File: src/rtl/core/ifd_pkg.sv
// Shared types and constants for the information frame deframer.
`timescale 1ns / 1ps

package ifd_pkg;

	localparam logic [7:0] FLAG_BYTE = 8'h7E;
	localparam logic [7:0] ESC_BYTE  = 8'h7D;
	localparam logic [7:0] ESC_FLAG  = 8'h5E;
	localparam logic [7:0] ESC_ESC   = 8'h5D;
	localparam logic [7:0] CTRL_INFO = 8'd0;
	localparam logic [7:0] CTRL_DISC = 8'd11;

	localparam logic [1:0] KIND_PAYLOAD    = 2'd0;
	localparam logic [1:0] KIND_FRAME_GOOD = 2'd1;
	localparam logic [1:0] KIND_FRAME_BAD  = 2'd2;
	localparam logic [1:0] KIND_DISCONNECT = 2'd3;

	typedef enum logic [2:0] {
		ST_WAIT_FLAG = 3'd0,
		ST_ADDR      = 3'd1,
		ST_CTRL      = 3'd2,
		ST_BCC1      = 3'd3,
		ST_DATA      = 3'd4,
		ST_DISC_BCC  = 3'd5,
		ST_DISC_FLAG = 3'd6
	} hdr_state_t;

	typedef struct packed {
		logic [1:0] kind;
		logic [7:0] data;
		logic       last;
	} result_t;

endpackage

File: src/rtl/core/info_frame_deframer.sv
// Top level of the information frame deframer: header match, destuffing and result queue.
`timescale 1ns / 1ps

// Usage: raw line bytes enter on rx_byte with in_valid/in_ready; each request
// is one byte. Results leave on kind, payload_byte and last with
// out_valid/out_ready; one input byte causes zero, one or two results, and
// last marks the final result of each byte. Destuffed payload bytes are
// released one byte late, so the check byte of a frame never appears as
// payload; the closing flag reports the frame good or bad, and a disconnect
// header followed by a flag reports a disconnect.
// A byte is registered at acceptance and decoded once the queue has room;
// its results are written to the queue at the end of the decode cycle and
// are then visible at the output.
// Throughput: one byte per cycle while the queue has room; the rate is set by the
// single decode stage and by the output side taking one result per cycle. The
// four-entry result queue must have room for two results before a byte is decoded.
// The address register is written with cfg_we/cfg_data and resets to 3.
// Reset clears the header state, the delay stage, the running XOR and the
// queue. When the receiver stalls, results wait in the queue and in_ready
// drops once the input register holds a byte and the queue has room for
// fewer than two results; nothing is lost.
module info_frame_deframer (
	input  logic       clk,
	input  logic       arst_n,
	input  logic       cfg_we,
	input  logic [7:0] cfg_data,
	input  logic       in_valid,
	output logic       in_ready,
	input  logic [7:0] rx_byte,
	output logic       out_valid,
	input  logic       out_ready,
	output logic [1:0] kind,
	output logic [7:0] payload_byte,
	output logic       last
);
	import ifd_pkg::*;

	logic [7:0] address_q;

	logic       in_valid_s1;
	logic [7:0] rx_byte_s1;

	hdr_state_t hdr_q, hdr_d;
	logic       esc_q, esc_d;
	logic [7:0] held_q, held_d;
	logic       held_valid_q, held_valid_d;
	logic [7:0] xor_q, xor_d;

	result_t    res_d [2];
	logic [1:0] n_res;

	result_t    queue_q [4];
	logic [1:0] wr_ptr_q;
	logic [1:0] rd_ptr_q;
	logic [2:0] count_q;

	logic pop;
	logic room;
	logic fire;

	assign pop       = out_valid && out_ready;
	assign room      = (count_q < 3'd3) || ((count_q == 3'd3) && pop);
	assign fire      = in_valid_s1 && room;
	assign in_ready  = !in_valid_s1 || fire;
	assign out_valid = (count_q != 3'd0);

	assign kind         = queue_q[rd_ptr_q].kind;
	assign payload_byte = queue_q[rd_ptr_q].data;
	assign last         = queue_q[rd_ptr_q].last;

	always_comb begin
		unique case (hdr_q)
			ST_ADDR: begin
				priority if (rx_byte_s1 == address_q) hdr_d = ST_CTRL;
				else if (rx_byte_s1 == FLAG_BYTE) hdr_d = ST_ADDR;
				else hdr_d = ST_WAIT_FLAG;
			end
			ST_CTRL: begin
				priority if (rx_byte_s1 == CTRL_INFO) hdr_d = ST_BCC1;
				else if (rx_byte_s1 == CTRL_DISC) hdr_d = ST_DISC_BCC;
				else if (rx_byte_s1 == FLAG_BYTE) hdr_d = ST_ADDR;
				else hdr_d = ST_WAIT_FLAG;
			end
			ST_BCC1: begin
				priority if (rx_byte_s1 == (address_q ^ CTRL_INFO)) hdr_d = ST_DATA;
				else if (rx_byte_s1 == FLAG_BYTE) hdr_d = ST_ADDR;
				else hdr_d = ST_WAIT_FLAG;
			end
			ST_DATA: begin
				hdr_d = (rx_byte_s1 == FLAG_BYTE) ? ST_WAIT_FLAG : ST_DATA;
			end
			ST_DISC_BCC: begin
				priority if (rx_byte_s1 == (address_q ^ CTRL_DISC)) hdr_d = ST_DISC_FLAG;
				else if (rx_byte_s1 == FLAG_BYTE) hdr_d = ST_ADDR;
				else hdr_d = ST_WAIT_FLAG;
			end
			ST_DISC_FLAG: begin
				hdr_d = ST_WAIT_FLAG;
			end
			default: begin
				hdr_d = (rx_byte_s1 == FLAG_BYTE) ? ST_ADDR : ST_WAIT_FLAG;
			end
		endcase
	end

	// Each call of the delay stage releases the held byte, if any, and holds
	// the new one; an escape followed by a plain byte calls it twice.
	always_comb begin
		esc_d        = esc_q;
		held_d       = held_q;
		held_valid_d = held_valid_q;
		xor_d        = xor_q;
		n_res        = 2'd0;
		res_d[0]     = '0;
		res_d[1]     = '0;
		unique case (hdr_q)
			ST_BCC1: begin
				if (rx_byte_s1 == (address_q ^ CTRL_INFO)) begin
					esc_d        = 1'b0;
					held_d       = 8'd0;
					held_valid_d = 1'b0;
					xor_d        = 8'd0;
				end
			end
			ST_DATA: begin
				if (rx_byte_s1 == FLAG_BYTE) begin
					if (esc_q) begin
						if (held_valid_q) begin
							res_d[0] = '{kind: KIND_PAYLOAD, data: held_q, last: 1'b0};
							n_res    = 2'd1;
						end
						xor_d = xor_q ^ ESC_BYTE;
					end
					res_d[n_res[0]] = '{kind: (xor_d == 8'd0) ? KIND_FRAME_GOOD : KIND_FRAME_BAD,
						data: 8'd0, last: 1'b0};
					n_res        = n_res + 2'd1;
					esc_d        = 1'b0;
					held_d       = 8'd0;
					held_valid_d = 1'b0;
					xor_d        = 8'd0;
				end else if (esc_q || (rx_byte_s1 != ESC_BYTE)) begin
					if (held_valid_q) begin
						res_d[0] = '{kind: KIND_PAYLOAD, data: held_q, last: 1'b0};
						n_res    = 2'd1;
					end
					held_valid_d = 1'b1;
					esc_d        = 1'b0;
					if (!esc_q) begin
						held_d = rx_byte_s1;
						xor_d  = xor_q ^ rx_byte_s1;
					end else if (rx_byte_s1 == ESC_FLAG) begin
						held_d = FLAG_BYTE;
						xor_d  = xor_q ^ FLAG_BYTE;
					end else if (rx_byte_s1 == ESC_ESC || rx_byte_s1 == ESC_BYTE) begin
						held_d = ESC_BYTE;
						xor_d  = xor_q ^ ESC_BYTE;
						esc_d  = (rx_byte_s1 == ESC_BYTE);
					end else begin
						res_d[n_res[0]] = '{kind: KIND_PAYLOAD, data: ESC_BYTE, last: 1'b0};
						n_res  = n_res + 2'd1;
						held_d = rx_byte_s1;
						xor_d  = xor_q ^ ESC_BYTE ^ rx_byte_s1;
					end
				end else begin
					esc_d = 1'b1;
				end
			end
			ST_DISC_FLAG: begin
				if (rx_byte_s1 == FLAG_BYTE) begin
					res_d[0] = '{kind: KIND_DISCONNECT, data: 8'd0, last: 1'b0};
					n_res    = 2'd1;
				end
			end
			default: begin
			end
		endcase
		if (n_res != 2'd0) begin
			res_d[1'(n_res - 2'd1)].last = 1'b1;
		end
	end

	always_ff @(posedge clk or negedge arst_n) begin
		if (!arst_n) begin
			address_q    <= 8'd3;
			in_valid_s1  <= 1'b0;
			hdr_q        <= ST_WAIT_FLAG;
			esc_q        <= 1'b0;
			held_q       <= 8'd0;
			held_valid_q <= 1'b0;
			xor_q        <= 8'd0;
			wr_ptr_q     <= 2'd0;
			rd_ptr_q     <= 2'd0;
			count_q      <= 3'd0;
		end else begin
			if (cfg_we) begin
				address_q <= cfg_data;
			end
			if (in_ready) begin
				in_valid_s1 <= in_valid;
			end
			if (fire) begin
				hdr_q        <= hdr_d;
				esc_q        <= esc_d;
				held_q       <= held_d;
				held_valid_q <= held_valid_d;
				xor_q        <= xor_d;
				wr_ptr_q     <= wr_ptr_q + n_res;
			end
			if (pop) begin
				rd_ptr_q <= rd_ptr_q + 2'd1;
			end
			count_q <= count_q + (fire ? {1'b0, n_res} : 3'd0) - {2'b00, pop};
		end
	end

	always_ff @(posedge clk) begin
		if (in_ready && in_valid) begin
			rx_byte_s1 <= rx_byte;
		end
		if (fire && (n_res != 2'd0)) begin
			queue_q[wr_ptr_q] <= res_d[0];
		end
		if (fire && (n_res == 2'd2)) begin
			queue_q[wr_ptr_q + 2'd1] <= res_d[1];
		end
	end

endmodule

File: config.mk
export PLATFORM = sky130hd
export DESIGN_NAME = info_frame_deframer
export DESIGN_NICKNAME = d
export VERILOG_FILES = /design/src/rtl/core/ifd_pkg.sv /design/src/rtl/core/info_frame_deframer.sv
export SDC_FILE = /design/constraint.sdc
export NUM_CORES = 1
export LEC_CHECK = 0
export BUFFER_PORTS_ARGS = -buffer_cell sky130_fd_sc_hd__buf_2
export CORE_MARGIN = 8
export CORE_UTILIZATION = 58
export CTS_CLUSTER_DIAMETER = 200
export DETAILED_ROUTE_END_ITERATION = 8
export GPL_ROUTABILITY_DRIVEN = 0
export PLACE_DENSITY_LB_ADDON = 0.25
export SLEW_MARGIN = 20
export SYNTH_ARGS = -nofsm -noshare
export SYNTH_HDL_FRONTEND = slang
export SYNTH_SLANG_ARGS = --single-unit
File: constraint.sdc
create_clock -name clk -period 4.3 [get_ports clk]
set_input_delay 0.645 -clock clk [delete_from_list [all_inputs] [get_ports clk]]
set_output_delay 0.645 -clock clk [all_outputs]
set_load 0.005 [all_outputs]
==> impl_metrics.env <==
export IMPL_status="finished, final reports clean"
export IMPL_vias_per_cell=6.06
export IMPL_place_hpwl_um=6780
export IMPL_min_period_ns=3.33
export IMPL_io_pins=34
export IMPL_io_buffers=33
export IMPL_postCtsHoldBufs=0
export IMPL_path_clk_slew_ns=0.10
export IMPL_cellPowerDensity_nw_per_um2=487
export IMPL_post_dp_cell_area_um2=4860
export IMPL_path_buf_inv=3
export IMPL_drc=0
export IMPL_finClkSkew_ns=0.0128
export IMPL_vdd_drop_max_mv=0.267
export IMPL_ys_seq_elements=89
export IMPL_synthArstFlopShare_pct=41.6
export IMPL_slew_viol_final=0
export IMPL_seq_area_frac_synth_pct=53.5
export IMPL_core_area_um2=7770
export IMPL_worstSetupStartpointType="register"
export IMPL_required_ns=4.57
export IMPL_antenna_cells=0
export IMPL_antenna_found_initial=0
export IMPL_grt_total_usage_pct=17.7
export IMPL_clkLatencyLatePin_ns=0.37
export IMPL_slowest_delay_ns=0.54
export IMPL_die_x_um=106
export IMPL_grt_pass1_vias=3229
export IMPL_maxCapViolations=0
export IMPL_fin_crit_sh_pct=77.4
export IMPL_endpoint_kind="register"
export IMPL_area_delta_synth_final_pct=8.58
export IMPL_cts_sinks=89
export IMPL_wl_um=9200
export IMPL_yosys_cell_types_count=64
export IMPL_crit_chain="or3b_4, a211o_1, a211o_1, a21boi_4, inv_2, nand2_1, ha_1, inv_1, ha_1, inv_1, fa_1, xor2_1, xnor2_1"
export IMPL_htree_levels=3
export IMPL_busiest_layer="met2"
export IMPL_cp_arrival_ns=3.60
export IMPL_crit_start="rx_byte_s1[0]"
export IMPL_syn_nets=426
export IMPL_final_core_util_pct=65.0
export IMPL_grt_max_degree=38
export IMPL_tightest_slew_ns=1.03
export IMPL_cts_tree="yes"
export IMPL_hold_viol=0
export IMPL_die_area_um2=11100
export IMPL_critical_path_max_fanout=11
export IMPL_synth_cell_area_um2=4650
export IMPL_ys_warn_count=0
export IMPL_ant_nets=0
export IMPL_critPathSlowestCell="edfxtp_1"
export IMPL_synthCells=400
export IMPL_rsz0062_at_grt="false"
export IMPL_first_pass_iters=4
export IMPL_grtUsageMet3_pct=4.75
export IMPL_overflow=0
export IMPL_cts_buffer_depth=2
export IMPL_fin_setup_tns_ns=0
export IMPL_vias=3241
export IMPL_drive_above_1_share_pct=23.3
export IMPL_rows=32
export IMPL_finalNetCount=454
export IMPL_clock_root_buffer="clkbuf_8"
export IMPL_start_util_pct=59.9
export IMPL_most_common_layout_cells="52 x edfxtp_1, 45 x a21oi_1, 35 x nand2_1, 35 x dfrtp_1, 33 x buf_2"
export IMPL_maxSlewHeadroom_pct=31.6
export IMPL_grt_pass1_wl_um=15800
export IMPL_die_y_um=106
export IMPL_hold_slack_ns=0.368
export IMPL_final_area_um2=5050
export IMPL_layout_cells_most_common="edfxtp_1"
export IMPL_synth_edf_count=52
export IMPL_met1_usage_pct=21.1
export IMPL_fmax_ghz=0.300
export IMPL_cts_setup_buffers=0
export IMPL_synth_ff_type="edfxtp_1"
export IMPL_hp_class="in2async"
export IMPL_drt_initial_drc_count=198
export IMPL_worstSetupPathType="reg2reg"
export IMPL_cts_repair_resized=0
export IMPL_cts_buffers=9
export IMPL_syn_avg_cell_area_um2=11.6
export IMPL_grt_met2_usage_pct=29.5
export IMPL_leakagePower_nw=1.92
export IMPL_critPathTopFamily="compound AO/OA/AOI/OAI gates"
export IMPL_wl_per_cell_um=17.2
export IMPL_r2r_start="rx_byte_s1[0]"
export IMPL_setup_viol=0
## metrics by stage
stage	std cells	worst slack, ns	total power (W)
floorplan	400	1.24	0.00175
global placement	519	1.06	0.00192
detailed placement	519	0.983	0.00195
CTS	535	0.986	0.00248
global route	535	0.719	0.00262
finish	535	0.971	0.00246
## worst paths after layout
kind | end | slack [ns] | cells past startpoint
min reg2reg | xor_q[7] | 0.49 | 1
min | address_q[3] | 0.37 | 1
min in group clk | rx_byte_s1[5] | 0.45 | 1
max reg2reg | count_q[2] | 0.97 | 13
max in group asynchronous | xor_q[6] | 3.40 | 1
max | count_q[2] | 0.97 | 13
## where the power goes
group	switching [W]	internal (W)	leakage, nW
sequential	0.000229	0.00105	0.923
clock	0.000318	0.000220	0.0930
combinational	0.000311	0.000335	0.907
## metal layers
metal	routed length [µm]	vias to the layer above
li1	-	1556
met1	3980	1580
met2	4570	86
met3	441	19
met4	204	0
met5	0	-
## cells by family after synthesis
kind of cell | share of synthesized area [%]
AO/OA/AOI/OAI | 16.9
multiplexers | 7.26
XOR/XNOR | 2.64
buffers and inverters | 3.85
adder cells (fa/ha/maj) | 1.51
AND/OR/NAND/NOR | 14.3
flip-flops | 53.5
## area by class of cell
type / count / area, µm²
multi-input combinational: 274 / 1980
tap: 102 / 128
clock inverter: 7 / 63.8
inverter: 16 / 60.1
clock buffer: 9 / 124
fill: 601 / 2720
sequential: 89 / 2490
timing repair buffer: 38 / 203
## sequential cells by signal, indices dropped and copies added, names as in the netlist
register and cells:
queue_q 44, address_q 8, held_q 8, rx_byte_s1 8, xor_q 8, count_q 3
hdr_q 3, rd_ptr_q 2, wr_ptr_q 2, esc_q 1, held_valid_q 1, in_valid_s1 1
## cells in the mapped netlist (3+ instances only)
cell / count / area [µm²]
a32o_1: 5 / 50.1
and2_1: 4 / 25.0
nor2b_1: 6 / 37.5
nor3_1: 6 / 30.0
buf_2: 8 / 40.0
and3_1: 4 / 25.0
o31ai_2: 8 / 100
clkbuf_1: 5 / 18.8
nand3_1: 5 / 25.0
buf_6: 3 / 33.8
mux2_2: 8 / 90.1
edfxtp_1: 52 / 1560
buf_1: 3 / 11.3
xnor2_1: 8 / 70.1
inv_2: 3 / 11.3
o21ai_0: 6 / 30.0
nor4_1: 3 / 18.8
ha_1: 4 / 50.1
a21oi_1: 45 / 225
o21ai_1: 15 / 75.1
nand2_1: 35 / 131
o31ai_1: 9 / 67.6
mux4_2: 11 / 248
xor2_1: 6 / 52.6
nand2b_1: 7 / 43.8
nand4_1: 5 / 31.3
nand3b_1: 4 / 30.0
nor2_1: 29 / 109
dfrtp_1: 35 / 876
or3_1: 6 / 37.5
inv_1: 13 / 48.8
Note: power is estimated with default switching activity, not from simulation.
